[src/rtl/dpp_pkg.sv]
// Shared types, register codes and pipeline constants for the depth point projection.
// Used by every design module of the block; depends on nothing.
package dpp_pkg;

    // Register indexes on the write port
    localparam logic [2:0] REG_FOCAL_X      = 3'd0;
    localparam logic [2:0] REG_FOCAL_Y      = 3'd1;
    localparam logic [2:0] REG_CENTER_X     = 3'd2;
    localparam logic [2:0] REG_CENTER_Y     = 3'd3;
    localparam logic [2:0] REG_IMAGE_WIDTH  = 3'd4;
    localparam logic [2:0] REG_IMAGE_HEIGHT = 3'd5;

    // Reset values of the registers
    localparam logic [23:0] FOCAL_RST  = 24'd65536;
    localparam logic [23:0] CENTER_RST = 24'd0;
    localparam logic [11:0] WIDTH_RST  = 12'd320;
    localparam logic [11:0] HEIGHT_RST = 12'd180;

    localparam int DEPTH_RANGE_DEF = 4500;

    // Pipeline shape: four front stages, four divider stages, one output stage
    localparam int N_FRONT    = 4;
    localparam int DIV_STAGES = 4;
    localparam int N_STG      = N_FRONT + DIV_STAGES + 1;
    localparam int Q_W        = 12;     // pixel quotient bits
    localparam int Q_PER      = 3;      // pixel quotient bits per divider stage
    localparam int D_W        = 8;      // depth quotient bits
    localparam int D_PER      = 2;      // depth quotient bits per divider stage
    localparam int REM_W      = 27;     // pixel remainder: below z << 12
    localparam int DREM_W     = 24;     // depth remainder: below 255 * range

    typedef struct packed {
        logic [23:0] focal_x;
        logic [23:0] focal_y;
        logic [23:0] center_x;
        logic [23:0] center_y;
        logic [11:0] image_width;
        logic [11:0] image_height;
    } t_cfg;

    // Word carried through the divider stages
    typedef struct packed {
        logic [REM_W-1:0]  rem_x;
        logic [REM_W-1:0]  rem_y;
        logic [Q_W-1:0]    q_x;
        logic [Q_W-1:0]    q_y;
        logic              neg_x;
        logic              neg_y;
        logic              big_x;
        logic              big_y;
        logic [14:0]       z;
        logic              z_pos;
        logic [DREM_W-1:0] rem_d;
        logic [D_W-1:0]    q_d;
        logic              sat;
    } t_div_word;

endpackage

[src/rtl/dpp_div_stage.sv]
// One stage of the restoring dividers: three pixel quotient bits, two depth bits.
// Depends on dpp_pkg; instantiated DIV_STAGES times by the top level.
module dpp_div_stage #(
    parameter int STAGE          = 0,
    parameter int DEPTH_RANGE_MM = dpp_pkg::DEPTH_RANGE_DEF
) (
    input  logic                i_clk,
    input  logic                i_en,
    input  dpp_pkg::t_div_word  i_word,
    output dpp_pkg::t_div_word  o_word
);

    localparam int QB = dpp_pkg::Q_W - 1 - STAGE * dpp_pkg::Q_PER;
    localparam int DB = dpp_pkg::D_W - 1 - STAGE * dpp_pkg::D_PER;
    localparam logic [dpp_pkg::DREM_W-1:0] RANGE = dpp_pkg::DREM_W'(DEPTH_RANGE_MM);

    dpp_pkg::t_div_word r_word;
    dpp_pkg::t_div_word n_word;

    // compare and subtract, most significant quotient bit first
    always_comb begin
        logic [dpp_pkg::REM_W-1:0]  zx;
        logic [dpp_pkg::DREM_W-1:0] dv;
        n_word = i_word;
        for (int j = 0; j < dpp_pkg::Q_PER; j++) begin
            zx = {12'b0, i_word.z} << (QB - j);
            if (n_word.rem_x >= zx) begin
                n_word.rem_x       = n_word.rem_x - zx;
                n_word.q_x[QB - j] = 1'b1;
            end
            if (n_word.rem_y >= zx) begin
                n_word.rem_y       = n_word.rem_y - zx;
                n_word.q_y[QB - j] = 1'b1;
            end
        end
        for (int j = 0; j < dpp_pkg::D_PER; j++) begin
            dv = RANGE << (DB - j);
            if (n_word.rem_d >= dv) begin
                n_word.rem_d       = n_word.rem_d - dv;
                n_word.q_d[DB - j] = 1'b1;
            end
        end
    end

    always_ff @(posedge i_clk) begin
        if (i_en) begin
            r_word <= n_word;
        end
    end

    assign o_word = r_word;

endmodule

[config.mk]
export PLATFORM = sky130hd
export DESIGN_NAME = dpp_div_stage
export DESIGN_NICKNAME = d
export VERILOG_FILES = /design/src/rtl/dpp_pkg.sv /design/src/rtl/dpp_div_stage.sv
export SDC_FILE = /design/constraint.sdc
export NUM_CORES = 1
export LEC_CHECK = 0
export BUFFER_PORTS_ARGS = -buffer_cell sky130_fd_sc_hd__buf_2
export CORE_ASPECT_RATIO = 0.5
export CORE_MARGIN = 5
export CORE_UTILIZATION = 50
export CTS_CLUSTER_DIAMETER = 120
export DETAILED_ROUTE_END_ITERATION = 7
export PLACE_DENSITY = 0.87
export SYNTH_ARGS = -nofsm -noshare
export SYNTH_HDL_FRONTEND = slang
export SYNTH_SLANG_ARGS = --single-unit
[constraint.sdc]
create_clock -name i_clk -period 7.6 [get_ports i_clk]
set_input_delay 0.76 -clock i_clk [delete_from_list [all_inputs] [get_ports i_clk]]
set_output_delay 0.76 -clock i_clk [all_outputs]
set_load 0.02 [all_outputs]
==> flow_summary.toml <==
[die]
initial_core_util_pct = 50.6
die_width_um = 219
rows = 38
core_region_area_mm2 = 0.0216
io_pins = 264
die_h_um = 115
die_area_mm2 = 0.0251

[yosys]
synthArstFlopShare_pct = 0
synth_flop_cell = "edfxtp_1"
yosysUniqueCellTypes = 80
ys_ff_latch = 131
synth_top_area_share_pct = 36.0
synth_cells = 1109
syn_avg_cell_area_um2 = 9.86
synth_top_cells_by_area = "edfxtp_1 (36%), ha_1 (11%), xnor2_1 (5.4%)"
yosysTopAreaCell = "edfxtp_1"
synthAdderAreaFrac_pct = 11.7
synth-xor-area-share_pct = 7.59
synthSimpleGateAreaFrac_pct = 15.0
syn_area_mm2 = 0.0109
yosys_warnings = 0
synth-edff-count = 131
synth_nets = 1341
yosysSeqAreaShare_pct = 36.0
synth-compound-area-share_pct = 19.8
synth_top_family_by_area = "compound AO/OA/AOI/OAI gates"
yosys-mux-area-fraction_pct = 6.90

[setup_path]
critical_path_required_ns = 7.78
critPathMaxStageDelay_ns = 0.54
crit_path_start = "i_word[88]"
slowest_stage = "or4_4"
worstSetupStartpointType = "primary input"
worstSetupEndpoint = "o_word[89]"
arrival_ns = 7.45
critical_path_class = "in2reg"
crit_fanout = 27
end_kind = "flop"

[clocking]
cts-root-buf = "clkbuf_16"
clk_pin_slew_ns = 0.06
h-tree-depth = 4
clockBufferDepth = 2
cts_made_buffers = 17
cts.sinks = 131
cts_tree = "yes"

[global_routing]
grt_pass1_wl_um = 54500
grt_pass1_vias = 10566
gr-total-overflow = 0
grt_usage_pct = 27.4
antenna_found_initial = 1
grt_max_degree = 83

[routing]
firstDrtPassIters = 5
via_per_inst = 5.96
drc = 0
wl_per_cell_um = 20.2
num_vias = 10606
routed_wl_um = 35900
drt_iter0_drc = 863
drtAntennaViolNets = 0

[finish]
fill_cells = 1661
largest_reg_flops = 131
drive_above_1_share_pct = 32.9
finish.utilization_pct = 64.7
nets = 1699
final_area_mm2 = 0.0140
synthToLayoutAreaGrowth_pct = 27.8

[worst_hold_path]
hold_path.class = "in2reg"

[power]
leakage_nw = 6.12
ir_worst_vdd_v = 0.000177
power_w = 0.00456
powerDensity_mw_per_mm2 = 326

[timing]
fin_crit_ns = 7.27
setup_violations = 0
fmax_mhz = 138
relSlewSlack_pct = 28.4
final-hold-violation-count = 0
min_period_over_period_pct = 95.7
tightest_slew_ns = 1.07
final.setup.worst_slack_ns = 0.328
drv_slew = 0
hold_slack_ns = 0.494

[place]
dp_hpwl_um = 27500
dpl_worst_slack_ns = -0.285
port_buffers = 263
postPlaceCellArea_mm2 = 0.0133
gp_congestion = 1.00

[status]
status = "completed"

[flow_run]
max_cap_violations = 0
cell usage after synthesis, types with 9 or more instances:
library cell,instances
inv_1,53
a21o_1,30
xnor2_1,67
nand3_1,36
o31ai_1,9
nand2b_1,14
o211ai_1,21
nor3_1,30
nor2b_1,13
nor2_1,72
mux2_2,31
o21bai_1,9
mux2_1,12
or2_2,15
o21ai_0,50
o21a_1,13
clkbuf_1,17
edfxtp_1,131
nand2_1,64
and3_1,9
xor2_1,25
ha_1,93
nand4_1,13
a31oi_1,14
mux2i_1,15
a21oi_1,95
a211oi_1,18
through the flow:
stage | std cells | TNS [ns]
2_1_floorplan | 1109 | 0
3_3_place_gp | 1745 | -0.480
3_5_place_dp | 1745 | -3.79
4_1_cts | 1776 | 0
5_1_grt | 1780 | -0.00610
6_report | 1780 | 0
routing by layer:
metal  track usage [%]  up-vias  routed length [um]  part of all wire [%]
li1                  -     4937                   -                     -
met1              32.7     5034               14000                    39
met2              48.2      516               17800                    50
met3              5.76      119                2580                   7.2
met4              12.1        0                1510                   4.2
met5                 0        -                   0                     0
final cells by class:
type	instances	area, um2	share of cell area (%)
Antenna cell	1	2.50	0.0179
Clock buffer	17	425	3.04
Clock inverter	14	139	0.994
Inverter	53	203	1.45
Multi-Input combinational cell	898	6750	48.3
Sequential cell	131	3930	28.2
Tap cell	300	375	2.69
Timing Repair Buffer	366	2140	15.3
report_power, final:
part | leakage (nW) | internal, W | switching [W]
registers | 1.28 | 0.00103 | 0.0000421
logic | 4.56 | 0.00123 | 0.00145
clock network | 0.276 | 0.000478 | 0.000329
cell usage in the layout, fill, tap and decap left out, types with 21 or more instances in the layout:
master / synthesis / final
a21o_1: 30 / 29
a21oi_1: 95 / 94
buf_2: 7 / 262
buf_4: 0 / 100
edfxtp_1: 131 / 131
ha_1: 93 / 90
inv_1: 53 / 52
mux2_2: 31 / 31
nand2_1: 64 / 64
nand3_1: 36 / 36
nor2_1: 72 / 71
nor3_1: 30 / 29
o211ai_1: 21 / 21
o21ai_0: 50 / 45
xnor2_1: 67 / 67
xor2_1: 25 / 25
kinds of logic (layout without fill, tap and decap cells):
family	count (synthesis)	after routing
xor+xnor	93	93
buf+inv	80	450
flops	131	131
compound gates	323	323
mux	66	66
other cells	0	1
fa+ha+maj	99	99
simple gates	317	317
worst min path at each step:
stage               slack (ns)          to  cells past startpoint        from
floorplan                 0.86   o_word[0]                      0   i_word[0]
global placement          0.94  o_word[66]                      1  i_word[66]
detailed placement        0.94  o_word[67]                      1  i_word[67]
CTS                       0.49  o_word[70]                      1  i_word[70]
global route              0.49  o_word[58]                      1  i_word[58]
finish                    0.49  o_word[70]                      1  i_word[70]
critical path, delay by kind of cell:
family          cells  cell delay, ns
buf+inv             6            0.76
simple gates        6            1.46
compound gates     14            2.60
fa+ha+maj           4            1.28
mux                 2            0.56
timing repair:
item | CTS | global route
hold endpoints to repair | 0 | 0
endpoints found under the setup margin | 0 | 32
resized for setup | 0 | 22
buffers inserted | 0 | 3
hold buffers | 0 | 0
(Power assumes the default switching activity.)
