===== src/rtl/dpp_pkg.sv =====
// Shared types, register codes and pipeline constants for the depth point projection.
// Used by every design module of the block; depends on nothing.
package dpp_pkg;

    // Register indexes on the write port
    localparam logic [2:0] REG_FOCAL_X      = 3'd0;
    localparam logic [2:0] REG_FOCAL_Y      = 3'd1;
    localparam logic [2:0] REG_CENTER_X     = 3'd2;
    localparam logic [2:0] REG_CENTER_Y     = 3'd3;
    localparam logic [2:0] REG_IMAGE_WIDTH  = 3'd4;
    localparam logic [2:0] REG_IMAGE_HEIGHT = 3'd5;

    // Reset values of the registers
    localparam logic [23:0] FOCAL_RST  = 24'd65536;
    localparam logic [23:0] CENTER_RST = 24'd0;
    localparam logic [11:0] WIDTH_RST  = 12'd320;
    localparam logic [11:0] HEIGHT_RST = 12'd180;

    localparam int DEPTH_RANGE_DEF = 4500;

    // Pipeline shape: four front stages, four divider stages, one output stage
    localparam int N_FRONT    = 4;
    localparam int DIV_STAGES = 4;
    localparam int N_STG      = N_FRONT + DIV_STAGES + 1;
    localparam int Q_W        = 12;     // pixel quotient bits
    localparam int Q_PER      = 3;      // pixel quotient bits per divider stage
    localparam int D_W        = 8;      // depth quotient bits
    localparam int D_PER      = 2;      // depth quotient bits per divider stage
    localparam int REM_W      = 27;     // pixel remainder: below z << 12
    localparam int DREM_W     = 24;     // depth remainder: below 255 * range

    typedef struct packed {
        logic [23:0] focal_x;
        logic [23:0] focal_y;
        logic [23:0] center_x;
        logic [23:0] center_y;
        logic [11:0] image_width;
        logic [11:0] image_height;
    } t_cfg;

    // Word carried through the divider stages
    typedef struct packed {
        logic [REM_W-1:0]  rem_x;
        logic [REM_W-1:0]  rem_y;
        logic [Q_W-1:0]    q_x;
        logic [Q_W-1:0]    q_y;
        logic              neg_x;
        logic              neg_y;
        logic              big_x;
        logic              big_y;
        logic [14:0]       z;
        logic              z_pos;
        logic [DREM_W-1:0] rem_d;
        logic [D_W-1:0]    q_d;
        logic              sat;
    } t_div_word;

endpackage


===== src/rtl/dpp_front.sv =====
// Front stages: products, numerator sums, magnitudes and range checks.
// Depends on dpp_pkg; feeds the first divider stage with a t_div_word.
module dpp_front #(
    parameter int DEPTH_RANGE_MM = dpp_pkg::DEPTH_RANGE_DEF
) (
    input  logic                          i_clk,
    input  logic [dpp_pkg::N_FRONT-1:0]   i_en,
    input  dpp_pkg::t_cfg                 i_cfg,
    input  logic signed [15:0]            i_point_x,
    input  logic signed [15:0]            i_point_y,
    input  logic signed [15:0]            i_point_z,
    output dpp_pkg::t_div_word            o_word
);

    localparam logic [23:0] RANGE_M1 = 24'(DEPTH_RANGE_MM - 1);
    localparam logic [23:0] SAT_LIM  = 24'(255 * DEPTH_RANGE_MM);

    // stage 1: products
    logic signed [40:0] r_pfx, r_pfy;
    logic [38:0]        r_pcx, r_pcy;
    logic [14:0]        r_z1;
    logic               r_zpos1;
    logic [23:0]        r_da1;
    // stage 2: numerators
    logic signed [41:0] r_nx, r_ny;
    logic [14:0]        r_z2;
    logic               r_zpos2;
    logic [23:0]        r_da2;
    // stage 3: magnitudes scaled down by 256
    logic [32:0]        r_mx, r_my;
    logic               r_negx, r_negy;
    logic [14:0]        r_z3;
    logic               r_zpos3;
    logic [23:0]        r_da3;
    logic               r_sat3;
    // stage 4: overflow flags, divider entry word
    dpp_pkg::t_div_word r_word;

    logic [22:0] z255;
    logic [41:0] ax, ay;
    logic [26:0] zsh;

    assign z255 = {i_point_z[14:0], 8'b0} - {8'b0, i_point_z[14:0]};
    assign ax   = r_nx[41] ? 42'(-r_nx) : 42'(r_nx);
    assign ay   = r_ny[41] ? 42'(-r_ny) : 42'(r_ny);
    assign zsh  = {r_z3, 12'b0};

    // stage 1: four products and the depth numerator z*255 + range-1
    always_ff @(posedge i_clk) begin
        if (i_en[0]) begin
            r_pfx   <= $signed({1'b0, i_cfg.focal_x}) * i_point_x;
            r_pfy   <= $signed({1'b0, i_cfg.focal_y}) * i_point_y;
            r_pcx   <= i_cfg.center_x * i_point_z[14:0];
            r_pcy   <= i_cfg.center_y * i_point_z[14:0];
            r_z1    <= i_point_z[14:0];
            r_zpos1 <= !i_point_z[15] && (i_point_z != 16'sd0);
            r_da1   <= {1'b0, z255} + RANGE_M1;
        end
    end

    // stage 2: f*p + c*z
    always_ff @(posedge i_clk) begin
        if (i_en[1]) begin
            r_nx    <= $signed({r_pfx[40], r_pfx}) + $signed({3'b000, r_pcx});
            r_ny    <= $signed({r_pfy[40], r_pfy}) + $signed({3'b000, r_pcy});
            r_z2    <= r_z1;
            r_zpos2 <= r_zpos1;
            r_da2   <= r_da1;
        end
    end

    // stage 3: |num| >> 8, since trunc(|num|/(256z)) = floor(floor(|num|/256)/z)
    always_ff @(posedge i_clk) begin
        if (i_en[2]) begin
            r_mx    <= ax[40:8];
            r_my    <= ay[40:8];
            r_negx  <= r_nx[41];
            r_negy  <= r_ny[41];
            r_z3    <= r_z2;
            r_zpos3 <= r_zpos2;
            r_da3   <= r_da2;
            r_sat3  <= (r_da2 >= SAT_LIM);
        end
    end

    // stage 4: quotient of 4096 or more is off any image
    always_ff @(posedge i_clk) begin
        if (i_en[3]) begin
            r_word.rem_x <= r_mx[dpp_pkg::REM_W-1:0];
            r_word.rem_y <= r_my[dpp_pkg::REM_W-1:0];
            r_word.q_x   <= '0;
            r_word.q_y   <= '0;
            r_word.neg_x <= r_negx;
            r_word.neg_y <= r_negy;
            r_word.big_x <= (r_mx >= {6'b0, zsh});
            r_word.big_y <= (r_my >= {6'b0, zsh});
            r_word.z     <= r_z3;
            r_word.z_pos <= r_zpos3;
            r_word.rem_d <= r_da3;
            r_word.q_d   <= '0;
            r_word.sat   <= r_sat3;
        end
    end

    assign o_word = r_word;

endmodule


===== config.mk =====
export PLATFORM = sky130hd
export DESIGN_NAME = dpp_front
export DESIGN_NICKNAME = d
export VERILOG_FILES = /design/src/rtl/dpp_pkg.sv /design/src/rtl/dpp_front.sv
export SDC_FILE = /design/constraint.sdc
export NUM_CORES = 2
export LEC_CHECK = 0
export BUFFER_PORTS_ARGS = -buffer_cell sky130_fd_sc_hd__buf_2
export CAP_MARGIN = 20
export CORE_ASPECT_RATIO = 1.25
export CORE_MARGIN = 5
export CORE_UTILIZATION = 45
export CTS_CLUSTER_DIAMETER = 100
export DETAILED_ROUTE_END_ITERATION = 12
export GPL_TIMING_DRIVEN = 1
export PLACE_DENSITY_LB_ADDON = 0.12
export REMOVE_ABC_BUFFERS = 1
export SETUP_SLACK_MARGIN = 0.15
export SLEW_MARGIN = 0
export SYNTH_ARGS = -nofsm -noshare
export SYNTH_HDL_FRONTEND = slang
export SYNTH_SLANG_ARGS = --single-unit
export TNS_END_PERCENT = 1

===== constraint.sdc =====
create_clock -name i_clk -period 6.9 [get_ports i_clk]
set_input_delay 1.035 -clock i_clk [delete_from_list [all_inputs] [get_ports i_clk]]
set_output_delay 1.035 -clock i_clk [all_outputs]
set_load 0.01 [all_outputs]

==> metrics.txt <==
internal reg-to-reg setup slack=3.05 ns; Hold Path Depth=0; total CTS buffers=60; via count=approximately 51,000; total wire length=between 150,000 and 200,000 um; Post-Synthesis Cells=roughly 7,200; top_reg_cell synth=edfxtp_1; die area=168,000 um^2; clk_lat worst skew=0.68 ns; # IOs=304; fmax=152 MHz; Final ANT Viol Nets=0; Met3 Routed Length=between 6000 and 7000 um; R2R Path End=r_nx[36]; met1 wire length=just under 70,000 um; Slew HR=0.324; CP dominant cell by count=fa_1; EDFF count, synth=around 530; Die Width=367 um; initial core utilization=0.451; period utilisation layout=0.951; FILL cells=14,800; layout cells sized above 1=0.129; most frequent cell after synthesis=inv_1; FF-to-FF Start=r_pfx[0]; Nets=9,849; max-capacitance violation count=0; Chip Height=about 460 um; top post-synthesis cells by area=fa_1, edfxtp_1, ha_1, inv_1, and2_1; clock slew at reported path FFs=about 0.060 ns; CTS tree=done; worst-path cell chain=buf_2 -> buf_12 -> and2_1 -> fa_1 -> inv_1 -> fa_1 -> inv_1 -> fa_1 -> fa_1 -> fa_1 -> inv_1 -> fa_1 -> inv_1 -> ha_1 -> a21oi_1 -> o21ai_0 -> buf_4 -> nor3b_1 -> nand3_1 -> a31o_2 -> a31oi_1 -> o21ai_0 -> a21oi_1 -> xnor2_1; area grow syn2layout=14.1%; post-CTS setup buffer count=0; first-pass GRT wire length=between 200,000 and 300,000 um; H-tree depth=2; 1st-iter DRT viols=2,086; Storage cell area=~16,000 um^2; mux cell area share after synthesis=0.000139; fin area=just over 80,000 um^2; CP Max Fanout=26; Slew Limit Fails=0; Crit Path Class=in -> reg; CP Capture Type=register; clock skew=~0.075 ns; CP delay by family, top=adder cells; final setup TNS=0 ns; gr ovfl total=0; ys async rst share=0; most instantiated cells after synthesis=inv_1, fa_1, nand2_1; DRC=0; Slew @ Worst Pin=about 1 ns; delay of the slowest critical-path stage=0.54 ns; Synth Area in Adders=0.433; register area share after synthesis=0.222; # hold bufs at CTS=0; Startpoint Class=input port; GR Util All Layers=0.213; Critical Path Stages=24; vias in the first global route=between 50,000 and 60,000; count of final hold-check violations=0; root buf cell=clkbuf_16; multi-input logic area=roughly 49,000 um^2; Hold EP=o_word[52]; post-synth cell types=76; antenna violations before repair=11; clock period minus worst slack=roughly 6.6 ns; Avg Inst Size Synth=9.95 um^2; Crit-path slowest cell=fa_1; WP data required=between 7 and 8 ns; drt pass-1 iters=6; Arr. time, crit path=roughly 7.0 ns; largest net degree at the start of global routing=roughly 130; largest family of logic cells by synthesized area=adder cells; share of the synthesized area in the top cell type=0.329; met2 WL post-DR=between 90,000 and 100,000 um; CP bufs+invs=7; DR vias/cell=5.06; Finish-stage setup viols=0; clk buf depth=3; Hold Crit Class=reg -> reg; Post-Syn Area=71,800 um^2; Max Used Layer=met5; worst reg2reg path depth=12; Core Util, Final=0.515; row cnt=roughly 160; dpl hpwl=roughly 150,000 um; clk sinks=532; Yosys reg bits=532; Post-Synth Simple-Gate Area=0.145; yosys warns=0; # port buffers=approximately 250; hold_sp=r_negx; post-placement cell area=between 70,000 and 80,000 um^2; drt wl/cell=17.6 um; status=finished, final reports clean; Synth Area in XOR/XNOR=0.0372; core area=~160,000 um^2; Synth area leader=fa_1; gpl congestion=about 0.87; Synth Area in Compound Gates=0.0685; hold slack=about 0.36 ns; RSZ-0062 raised after global routing=true
==> area by class of cell <==
cell class / instances / share of cell area
Clock buffer: 73 / 0.0189
Clock inverter: 38 / 0.00536
Sequential cell: 532 / 0.195
Antenna cell: 3 / 0.0000916
Inverter: 1441 / 0.0660
Multi-Input combinational cell: 4970 / 0.602
Tap cell: 2075 / 0.0317
Timing Repair Buffer: 891 / 0.0810
==> logic make-up (layout without fill, tap and decap cells) <==
family / Yosys count / in the layout
AO/OA/AOI/OAI: 755 / 755
buffers and inverters: 1751 / 2443
multiplexers: 1 / 1
adder cells (fa/ha/maj): 1780 / 1780
other: 1 / 35
AND/OR/NAND/NOR: 2097 / 2097
XOR/XNOR: 305 / 305
flip-flops: 532 / 532
==> worst register-to-register path, delay by kind of cell, from the launching register on <==
kind,cells,cell delay (ns)
and+or+nand+nor,2,0.37
buffers and inverters,1,0.07
xor gates and xnor gates,1,0.16
adders and majority gates,2,0.60
AOI/OAI and AO/OA,6,2.12
DFF,1,0.35
==> sequential cells by signal, indices dropped and copies added (netlist names) <==
signal	cells
r_da1	24
r_ny	42
r_sat3	1
r_da2	24
r_pfx	41
r_da3	24
r_pfy	41
r_pcy	39
r_mx	33
r_negx	1
r_pcx	39
r_zpos1	1
r_nx	42
o_word	99
r_z3	15
r_zpos2	1
r_negy	1
r_my	33
r_z1	15
r_z2	15
r_zpos3	1
==> placed cells by master, fill, tap and decap left out, drive strengths merged, types with 32 or more instances in the layout <==
cell    count
inv      1444
fa       1182
nand2     887
buf       884
and2      723
ha        598
edfxtp    532
xnor2     235
a21oi     193
nor2      179
o21ai     155
a21o      112
clkbuf     80
xor2       70
nand2b     57
nand3      49
nor3       48
o21a       45
a211oi     39
o21bai     33
conb       32
==> worst max path at each step <==
stage                      start        end  slack [ns]
floorplan              i_cfg[36]  r_pcy[35]        0.05
finish              i_point_z[0]  r_pcx[37]        0.34
CTS                 i_point_z[5]  r_pcx[36]        0.19
global placement    i_point_z[4]  r_pcy[36]       -0.61
global route        i_point_z[0]  r_pcx[32]        0.11
detailed placement  i_point_z[4]  r_pcy[36]       -0.58
==> stage by stage <==
stage               setup slack (ns)  instances
floorplan                     0.0451       6943
global placement              -0.613       9908
detailed placement            -0.581       9908
CTS                            0.193      10000
global route                   0.108      10000
finish                         0.338      10000
==> metal layers <==
layer  up-vias  GRT usage
li1      23900          -
met1     25800      0.253
met2       858      0.412
met3       241     0.0202
met4         2     0.0541
met5         -          0
==> repair_timing <==
action,in CTS,in global routing
setup endpoints to repair,2,30
resized for setup,1,33
pin swaps,0,5
Power is left out: the tool's default activity adds up to more than one toggle a clock period on the data nets, which glitch-free logic cannot reach.
