--- src/rtl/dpp_pkg.sv ---
// Shared types, register codes and pipeline constants for the depth point projection.
// Used by every design module of the block; depends on nothing.
package dpp_pkg;

    // Register indexes on the write port
    localparam logic [2:0] REG_FOCAL_X      = 3'd0;
    localparam logic [2:0] REG_FOCAL_Y      = 3'd1;
    localparam logic [2:0] REG_CENTER_X     = 3'd2;
    localparam logic [2:0] REG_CENTER_Y     = 3'd3;
    localparam logic [2:0] REG_IMAGE_WIDTH  = 3'd4;
    localparam logic [2:0] REG_IMAGE_HEIGHT = 3'd5;

    // Reset values of the registers
    localparam logic [23:0] FOCAL_RST  = 24'd65536;
    localparam logic [23:0] CENTER_RST = 24'd0;
    localparam logic [11:0] WIDTH_RST  = 12'd320;
    localparam logic [11:0] HEIGHT_RST = 12'd180;

    localparam int DEPTH_RANGE_DEF = 4500;

    // Pipeline shape: four front stages, four divider stages, one output stage
    localparam int N_FRONT    = 4;
    localparam int DIV_STAGES = 4;
    localparam int N_STG      = N_FRONT + DIV_STAGES + 1;
    localparam int Q_W        = 12;     // pixel quotient bits
    localparam int Q_PER      = 3;      // pixel quotient bits per divider stage
    localparam int D_W        = 8;      // depth quotient bits
    localparam int D_PER      = 2;      // depth quotient bits per divider stage
    localparam int REM_W      = 27;     // pixel remainder: below z << 12
    localparam int DREM_W     = 24;     // depth remainder: below 255 * range

    typedef struct packed {
        logic [23:0] focal_x;
        logic [23:0] focal_y;
        logic [23:0] center_x;
        logic [23:0] center_y;
        logic [11:0] image_width;
        logic [11:0] image_height;
    } t_cfg;

    // Word carried through the divider stages
    typedef struct packed {
        logic [REM_W-1:0]  rem_x;
        logic [REM_W-1:0]  rem_y;
        logic [Q_W-1:0]    q_x;
        logic [Q_W-1:0]    q_y;
        logic              neg_x;
        logic              neg_y;
        logic              big_x;
        logic              big_y;
        logic [14:0]       z;
        logic              z_pos;
        logic [DREM_W-1:0] rem_d;
        logic [D_W-1:0]    q_d;
        logic              sat;
    } t_div_word;

endpackage

--- src/rtl/dpp_regs.sv ---
// Configuration registers of the projection: intrinsics and image size.
// Depends on dpp_pkg for register codes, reset values and t_cfg.
module dpp_regs (
    input  logic           i_clk,
    input  logic           i_rst_n,
    input  logic           i_cfg_we,
    input  logic [2:0]     i_cfg_index,
    input  logic [23:0]    i_cfg_data,
    output dpp_pkg::t_cfg  o_cfg
);

    dpp_pkg::t_cfg r_cfg;

    // Plain write port; unknown indexes are dropped
    always_ff @(posedge i_clk) begin
        if (!i_rst_n) begin
            r_cfg.focal_x      <= dpp_pkg::FOCAL_RST;
            r_cfg.focal_y      <= dpp_pkg::FOCAL_RST;
            r_cfg.center_x     <= dpp_pkg::CENTER_RST;
            r_cfg.center_y     <= dpp_pkg::CENTER_RST;
            r_cfg.image_width  <= dpp_pkg::WIDTH_RST;
            r_cfg.image_height <= dpp_pkg::HEIGHT_RST;
        end else if (i_cfg_we) begin
            case (i_cfg_index)
                dpp_pkg::REG_FOCAL_X:      r_cfg.focal_x      <= i_cfg_data;
                dpp_pkg::REG_FOCAL_Y:      r_cfg.focal_y      <= i_cfg_data;
                dpp_pkg::REG_CENTER_X:     r_cfg.center_x     <= i_cfg_data;
                dpp_pkg::REG_CENTER_Y:     r_cfg.center_y     <= i_cfg_data;
                dpp_pkg::REG_IMAGE_WIDTH:  r_cfg.image_width  <= i_cfg_data[11:0];
                dpp_pkg::REG_IMAGE_HEIGHT: r_cfg.image_height <= i_cfg_data[11:0];
                default: ;
            endcase
        end
    end

    assign o_cfg = r_cfg;

endmodule

--- config.mk ---
export PLATFORM = sky130hd
export DESIGN_NAME = dpp_regs
export DESIGN_NICKNAME = d
export VERILOG_FILES = /design/src/rtl/dpp_pkg.sv /design/src/rtl/dpp_regs.sv
export SDC_FILE = /design/constraint.sdc
export NUM_CORES = 1
export LEC_CHECK = 0
export BUFFER_PORTS_ARGS = -buffer_cell sky130_fd_sc_hd__buf_2
export CORE_MARGIN = 5
export CORE_UTILIZATION = 37
export CTS_BUF_LIST = sky130_fd_sc_hd__clkbuf_8
export CTS_CLUSTER_SIZE = 12
export DETAILED_ROUTE_END_ITERATION = 16
export GPL_TIMING_DRIVEN = 1
export HOLD_SLACK_MARGIN = 0.12
export MAX_ROUTING_LAYER = met4
export PLACE_DENSITY = 0.61
export SLEW_MARGIN = 20
export SYNTH_ARGS = -nofsm -noshare
export SYNTH_HDL_FRONTEND = slang
export SYNTH_SLANG_ARGS = --single-unit
--- constraint.sdc ---
create_clock -name i_clk -period 3.5 [get_ports i_clk]
set_input_delay 0.7 -clock i_clk [delete_from_list [all_inputs] [get_ports i_clk]]
set_output_delay 0.7 -clock i_clk [all_outputs]
set_load 0.1 [all_outputs]
==> metrics, run 1 <==
Hold Fails Final Rpt 0; Distinct cells, synth 14; Core Area ~0.012 sq mm; syn avg cell area 10.31 sq um; vias 3510; Post-DP HPWL 8357 microns; CP Data Arrival Time around 2.3 ns; Worst Min Path Start o_cfg[102]; slowest stage cell, crit path nand4bb_2; ys async rst share 0%; layout cells sized above 1 31.75%; Hold Crit Class reg -> reg; Logic pwr share between 10 and 15%; Crit path largest cell delay 0.83 ns; commonest non-fill, non-tap cells in the layout buf_2, nand2_1, mux2i_1, dfxtp_1, clkbuf_8; synth-to-layout area growth 28.11%; drt first pass iters 6; syn nets 462; CTS tree done; worst slew pin tran 1.065 ns; maximum VDD drop 0.2230 mV; WHS Path Cells 2; sequential share of power 47.7%; GPL Wtd Cong 0.7990; skew final 0 ns; Setup violations, final 0; Net Sw Frac between 20% and 30%; worst skew pair latency 0.41 ns; overflow left after global routing 0; initial antenna violation count 0; Resize count post-CTS 0; nets@finish approximately 610; Root Driver clkbuf_8; Seq cells post-synth 120; Post-synth EDFFs 0; ANT nets after route 0; critical path's top delay family simple AND/OR/NAND/NOR gates; total CTS buffers 17; 1st-iter DRT viols 157; predominant post-synthesis flop cell dfxtp_1; row count 40; Pwr Total 2.959 mW; R2R cell count 2; Critical Path Stages 4; status finished clean; io pins 150; Area contributors post-synth dfxtp_1, mux2i_1, nand2_1, nor2b_1, clkbuf_1; hold-fix buffers at CTS 0; fmax approximately 500 MHz; mapped cell area 0.004452 sq mm; Overall Global Routing Usage 17.21%; worst-path cell chain buf_2 -> nand4bb_2 -> buf_4 -> mux2i_1; Post-route DRC 0; CP Capture Type flip-flop; Synth warnings 0; Final Max Slew Viols 0; first-pass GRT wire length around 19000 microns; Mapped Cells between 400 and 500; H-tree Lvls 4; Buf+Inv Stages, Crit Path 2; Antenna Cells 0; Worst slew margin 28.67%; share of Yosys cell area claimed by the top area cell type 53.96%; internal power 2.104 mW; Worst Path Required 3.80 ns; Psw 0.8556 mW; # port buffers ~150; Die ar. 0.01433 sq mm; pwr dens between 500 and 600 mW/mm^2; Max-cap violations 0; Routed WL between 10000 and 15000 microns; vias in the first global route 3550; clock-pin slew of the registers on the worst-case setup and hold paths 0.06 ns; worst reg2reg path startpoint o_cfg[112]; routed length per instance 15.91 microns; worst-case clock buffer depth 2; Die H 119.7 microns; Setup Fix Bufs, Post-CTS 0; die width 119.7 microns; Synth area leader dfxtp_1; Fin Setup TNS 0 ns; DR vias/cell 4.769; Max FO, Critical Path 17; sequential-to-total area share from yosys stat 53.96%; largest net degree at the start of global routing 78; max FFs per register 120; Post-Place Cell Area about 0.0053 sq mm; minimum clock period 2.013 ns; final instance area 0.005703 sq mm; RSZ-0062 raised after global routing false; most common cell after layout, fill and taps aside buf_2; Critical path origin i_cfg_index[2]; CP Class in -> reg; Initial Util 37.37%; CTS Sinks 120; fin crit share 57.52%; crit start category primary input; Leakage around 3 nW; clock power share 38.8%
==> synth_stat cells (2+ instances only) <==
cell / count
dfxtp_1: 120
nor4bb_1: 2
clkbuf_1: 18
nand4b_1: 2
buf_2: 11
nor2b_1: 15
mux2i_1: 120
nand4bb_1: 2
buf_4: 2
nand2_1: 136
==> power groups by stage <==
stage | Sequential, mW | Clock [mW] | Combinational [mW]
3_5_place_dp | 1.44 | 0 | 0.402
5_1_grt | 1.41 | 1.26 | 0.418
3_3_place_gp | 1.44 | 0 | 0.398
6_report | 1.41 | 1.15 | 0.399
2_1_floorplan | 1.66 | 0 | 0.0975
4_1_cts | 1.41 | 1.19 | 0.402
==> worst register-to-register path: cells and delay by family, from the launching register on <==
family,cells,cell delay [ns]
AND/OR/NAND/NOR,1,0.11
flip-flops,1,0.32
multiplexers,1,0.08
==> cells by family after synthesis <==
kind of cell           count (synthesis)  synth area share [%]
AND/OR/NAND/NOR                      160                 15.71
buffers and inverters                 32                 3.344
flip-flops                           120                 53.96
multiplexers                         120                 26.98
==> routing by layer <==
layer  part of all wire (%)  vias to the layer above  global-route usage (%)
met4                   0.97                        0                   5.297
met3                    7.2                       15                   6.126
met2                     46                      125                   26.41
met5                      0                        -                       -
met1                     46                     1655                   21.37
li1                       -                     1715                       -
==> path summary, 6_finish.rpt <==
| path | to | slack (ns) |
|---|---|---|
| max | o_cfg[64] | 1.49 |
| min reg2reg | o_cfg[102] | 0.45 |
| max reg2reg | o_cfg[112] | 2.86 |
| min | o_cfg[102] | 0.45 |
==> cell type report <==
type	count	area, sq um
sequential	120	2402
clock inverter	14	118.9
fill	1137	6208
tap	147	183.9
clock buffer	18	247.7
multi-input combinational	280	1929
timing repair buffer	157	820.8
==> through the flow <==
stage	util, %	worst slack, ns	hold slack [ns]	std cells
detailed placement	44.80	1.023	0.4436	704
finish	47.88	1.487	0.4536	736
floorplan	-	1.779	0.8610	432
CTS	47.88	1.473	0.4587	736
global route	47.88	1.427	0.4713	736
global placement	44.80	1.056	0.4399	704
Note: power is estimated with default switching activity, not from simulation.
==> run 2, diff against run 1 <==
--- a/config.mk
+++ b/config.mk
@@ -14,7 +14,7 @@
 export GPL_TIMING_DRIVEN = 1
 export HOLD_SLACK_MARGIN = 0.12
 export MAX_ROUTING_LAYER = met4
-export PLACE_DENSITY = 0.61
+export PLACE_DENSITY = 0.63
 export SLEW_MARGIN = 20
 export SYNTH_ARGS = -nofsm -noshare
 export SYNTH_HDL_FRONTEND = slang
==> constraint.sdc (replaced) <==
create_clock -name i_clk -period 1.8 [get_ports i_clk]
set_input_delay 0.36 -clock i_clk [delete_from_list [all_inputs] [get_ports i_clk]]
set_output_delay 0.36 -clock i_clk [all_outputs]
set_load 0.1 [all_outputs]
==> run 2 against run 1 <==
Against the previous run:
- clock skew unchanged
- final area increased by 3.1%
- combinational power increased by 99%
- worst setup slack got worse by 1.3 ns
- first-iteration DRC count increased by 1.3%
- worst hold slack got worse by 0.23 ns
- clock power increased by 120%
- register-to-register slack got worse by 1.7 ns
- sequential power increased by 95%
- largest cell class unchanged
==> metrics, run 2 (synthesized netlist as in run 1, its figures left out) <==
Critical Path Stages 1 (-3); CP Capture Type primary output; Worst slew margin 65.99% (+37 points); H-tree Lvls 4 (unchanged); worst skew pair latency 0.41 ns (about the same); overflow left after global routing 0 (unchanged); maximum VDD drop 0.5457 mV (+140%); die width 119.7 microns (unchanged); Final Max Slew Viols 0 (unchanged); Root Driver clkbuf_8; Fin Setup TNS 0 ns (unchanged); Initial Util 37.37% (unchanged); clock-pin slew of the registers on the worst-case setup and hold paths 0.07 ns (about the same); Crit path largest cell delay 0.44 ns (-0.39 ns); reg-to-reg critical path endpoint o_cfg[5]; first-pass GRT wire length 18720 microns (-0.63%); Post-DP HPWL 8265 microns (-1.1%); Buf+Inv Stages, Crit Path 1 (-1); initial antenna violation count 0 (unchanged); Overall Global Routing Usage 17.02% (-0.19 points); Max-cap violations 0 (unchanged); Post-route DRC 0 (unchanged); Leakage 3.091 nW (+2.9%); pwr dens 1031 mW/mm^2 (+99%); worst slew pin tran 0.5136 ns (-0.5519 ns); largest net degree at the start of global routing 46 (-41%); non-filler cells, final 746 (+1.4%); placed insts 714 (+1.4%); Setup Fix Bufs, Post-CTS 0 (unchanged); nets@finish 616 (+1.7%); Worst Path Required 1.44 ns (-2.36 ns); R2R cell count 2 (unchanged); row count 40 (unchanged); CP Class reg -> out; # port buffers 149 (unchanged); Max FO, Critical Path 2 (-15); io pins 150 (unchanged); crit start category flip-flop; total CTS buffers 17 (unchanged); commonest non-fill, non-tap cells in the layout buf_2, nand2_1, mux2i_1, dfxtp_1, clkbuf_8; fin crit share between 80% and 90%; CTS tree done; Worst Setup EP o_cfg[110]; routed length per instance 15.50 microns (-2.6%); Setup violations, final 0 (unchanged); GPL Wtd Cong 0.7862 (-1.6%); Routed WL 11560 microns (-1.3%); R2R setup slack 1.18 ns (-1.68 ns); critical path's top delay family buffers and inverters; vias 3491 (-0.54%); Hold Fails Final Rpt 0 (unchanged); Resize count post-CTS 0 (unchanged); slowest stage cell, crit path buf_2; status finished clean; worst reg2reg path startpoint o_cfg[5]; Critical path origin o_cfg[110]; hold-fix buffers at CTS 0 (unchanged); most common cell after layout, fill and taps aside buf_2; Core Area 0.01191 sq mm (unchanged); Antenna Cells 0 (unchanged); synth-to-layout area growth 32.07%; ANT nets after route 0 (unchanged); 1st-iter DRT viols 159 (+1.3%); fmax between 600 and 700 MHz; CTS Sinks 120 (unchanged); layout cells sized above 1 33.22% (+1.5 points); Die H 119.7 microns (unchanged); DR vias/cell 4.680 (-1.9%); worst-path cell chain buf_2; skew final 0 ns (unchanged); WHS Path Cells 3 (+1); Die ar. 0.01433 sq mm (unchanged); Hold Crit Class in -> reg; RSZ-0062 raised after global routing false; worst-case clock buffer depth 2 (unchanged); drt first pass iters 4 (-2); vias in the first global route 3593 (+1.2%); minimum clock period 1.572 ns; max FFs per register 120 (unchanged); CP Data Arrival Time 1.21 ns (-1.10 ns)
run 2: layer usage:
layer  wire, microns  global-route usage [%]  vias up
met5               0                       -        -
met4             131                   5.655        0
met3             909                   6.739       11
met2            5346                   26.94      113
met1            5175                   19.86     1633
li1                -                       -     1734
run 2: how the worst min path moves through the flow:
stage	from	slack, ns	end
6_report	i_cfg_data[2]	0.23	o_cfg[2]
5_1_grt	i_cfg_data[4]	0.21	o_cfg[4]
4_1_cts	i_cfg_data[2]	0.20	o_cfg[2]
3_3_place_gp	o_cfg[78]	0.44	o_cfg[78]
3_5_place_dp	o_cfg[105]	0.44	o_cfg[105]
2_1_floorplan	i_cfg_data[16]	0.52	o_cfg[40]
run 2: worst register-to-register path, stage by stage (launching register included):
cell and delay, ns:
dfxtp_1 0.32, nor2b_1 0.11, mux2i_1 0.08
run 2: through the flow:
stage	total power [mW]	instance area [sq um]	util, %	setup WS (ns)	hold WS [ns]
after floorplan	3.413	4452	-	0.4186	0.5210
after global placement	3.594	5461	45.85	0.1900	0.4397
after detailed placement	3.603	5461	45.85	0.1907	0.4446
after CTS	6.124	5879	49.36	0.1869	0.1993
after global routing	6.288	5879	49.36	0.1533	0.2086
final	6.059	5879	49.36	0.2278	0.2281
run 2: area by class of cell:
type | instances | area [sq um]
Clock buffer | 21 | 289.0
Clock inverter | 11 | 128.9
Fill cell | 1135 | 6032
Multi-Input combinational cell | 280 | 1929
Sequential cell | 120 | 2402
Tap cell | 147 | 183.9
Timing Repair Buffer | 167 | 945.9
run 2: where the power goes:
part	switching (mW)	total [mW]	internal (mW)
Clock	1.03	2.52	1.49
Sequential	0.0310	2.75	2.71
Combinational	0.628	0.793	0.165
Total	1.69	6.06	4.37
==> run 3, diff against run 2 <==
--- a/config.mk
+++ b/config.mk
@@ -15,6 +15,7 @@
 export HOLD_SLACK_MARGIN = 0.12
 export MAX_ROUTING_LAYER = met4
 export PLACE_DENSITY = 0.63
+export RECOVER_POWER = 50
 export SLEW_MARGIN = 20
 export SYNTH_ARGS = -nofsm -noshare
 export SYNTH_HDL_FRONTEND = slang
==> run 3 against run 2 <==
Against the previous run:
- global-route usage unchanged
- register-to-register slack is essentially flat
- flip-flop and latch count unchanged
- non-clock buffer count unchanged
==> metrics, run 3 (synthesized netlist as in run 1, its figures left out) <==
Setup violations, final 0 (unchanged); row count 40 (unchanged); ANT nets after route 0 (unchanged); slowest stage cell, crit path buf_2; routed length per instance 15.51 microns (about the same); pwr dens 1044 mW/mm^2 (+1.3%); fmax 634.0 MHz (-0.32%); multi-input combinational cell area 0.001914 sq mm (-0.78%); nets@finish 616 (unchanged); Fillers 1152 (+1.5%); Buf+Inv Stages, Crit Path 1 (unchanged); max FFs per register 120 (unchanged); status finished clean; Post-route DRC 0 (unchanged); hold-fix buffers at CTS 0 (unchanged); io pins 150 (unchanged); worst skew pair latency 0.41 ns (about the same); Leakage 3.042 nW (-1.6%); initial antenna violation count 0 (unchanged); Post-DP HPWL 8265 microns (unchanged); # port buffers 149 (unchanged); placed insts 714 (unchanged); maximum VDD drop 0.5453 mV (about the same); Core Area 0.01191 sq mm (unchanged); largest net degree at the start of global routing 46 (unchanged); Max FO, Critical Path 2 (unchanged); worst slew pin tran 0.9399 ns (+0.4263 ns); worst-case clock buffer depth 2 (unchanged); overflow left after global routing 0 (unchanged); Hold Fails Final Rpt 0 (unchanged); Fin Setup TNS 0 ns (unchanged); Die H 119.7 microns (unchanged); CP Data Arrival Time 1.22 ns (about the same); most common cell after layout, fill and taps aside buf_2; Final Max Slew Viols 0 (unchanged); H-tree Lvls 4 (unchanged); CTS tree done; Hold Crit Class in -> reg; die width 119.7 microns (unchanged); Routed WL 11570 microns (about the same); RSZ-0062 raised after global routing false; Overall Global Routing Usage 17.02% (unchanged); commonest non-fill, non-tap cells in the layout buf_2, nand2_1, mux2i_1, dfxtp_1, clkbuf_8; Initial Util 37.37% (unchanged); vias in the first global route 3593 (unchanged); Final WS setup 0.2228 ns (-0.005024 ns); 1st-iter DRT viols 169 (+6.3%); CP Class reg -> out; worst-path cell chain buf_2; Max-cap violations 0 (unchanged); clock-pin slew of the registers on the worst-case setup and hold paths 0.07 ns (about the same); CP Capture Type primary output; hold_ws 0.2294 ns (+0.001275 ns); Crit path largest cell delay 0.44 ns (about the same); Root Driver clkbuf_8; critical path's top delay family buffers and inverters; FF+latch area 0.002402 sq mm (unchanged); Setup WS pre-CTS 0.1907 ns (unchanged); Die ar. 0.01433 sq mm (unchanged); GPL Wtd Cong 0.7862 (unchanged); Worst Path Required 1.44 ns (about the same); layout cells sized above 1 32.05% (-1.2 points); Worst slew margin 37.34% (-29 points); Setup Fix Bufs, Post-CTS 0 (unchanged); total CTS buffers 17 (unchanged); DR vias/cell 4.706 (+0.57%); fin crit share 87.62% (+0.28 points); synth-to-layout area growth 29.88%; crit start category flip-flop; vias 3511 (+0.57%); CTS Sinks 120 (unchanged); non-filler cells, final 746 (unchanged); first-pass GRT wire length 18720 microns (unchanged); Pwr Total 6.038 mW (-0.35%); Resize count post-CTS 0 (unchanged); drt first pass iters 6 (+2); Antenna Cells 0 (unchanged); skew final 0 ns (unchanged); minimum clock period 1.577 ns (+0.005024 ns)
[run 3: cell count changes in the layout (fill, tap and decap cells not counted)]
| cell | before | now |
|---|---|---|
| buf_12 | 5 | 1 |
| buf_2 | 148 | 146 |
| buf_4 | 14 | 8 |
| clkbuf_1 | 0 | 6 |
| clkbuf_2 | 0 | 6 |
| nor4b_1 | 0 | 1 |
| nor4b_4 | 1 | 0 |
[run 3: layout make-up]
type                            instances  area share (%)
Sequential cell                       120           41.55
Multi-Input combinational cell        280           33.11
Clock buffer                           21           4.999
Clock inverter                         11           2.229
Tap cell                              147           3.181
Timing Repair Buffer                  167           14.93
[run 3: path summary, 6_finish.rpt]
check / start / end / slack, ns / depth (start not counted)
min: i_cfg_data[2] / o_cfg[2] / 0.23 / 3
min reg2reg: o_cfg[84] / o_cfg[84] / 0.46 / 2
max: o_cfg[72] / o_cfg[72] / 0.22 / 1
max reg2reg: o_cfg[98] / o_cfg[98] / 1.17 / 2
[run 3: report_power, final]
group | switching, mW | internal (mW) | leakage (nW)
clock network | 1.02 | 1.49 | 0.225
registers | 0.0310 | 2.71 | 0.971
logic | 0.624 | 0.153 | 1.85
total | 1.68 | 4.36 | 3.04
[run 3: through the flow]
| stage | instance area [sq um] | util [%] |
|---|---|---|
| floorplan | 4452 | - |
| global placement | 5461 | 45.85 |
| finish | 5782 | 48.54 |
| CTS | 5879 | 49.36 |
| global route | 5782 | 48.54 |
| detailed placement | 5461 | 45.85 |
[run 3: routing by layer]
| metal | global-route usage [%] | vias up | part of all wire [%] |
|---|---|---|---|
| met4 | 5.655 | 0 | 1.1 |
| li1 | - | 1736 | - |
| met5 | - | - | 0 |
| met2 | 26.94 | 121 | 46 |
| met3 | 6.739 | 11 | 7.9 |
| met1 | 19.86 | 1643 | 44 |
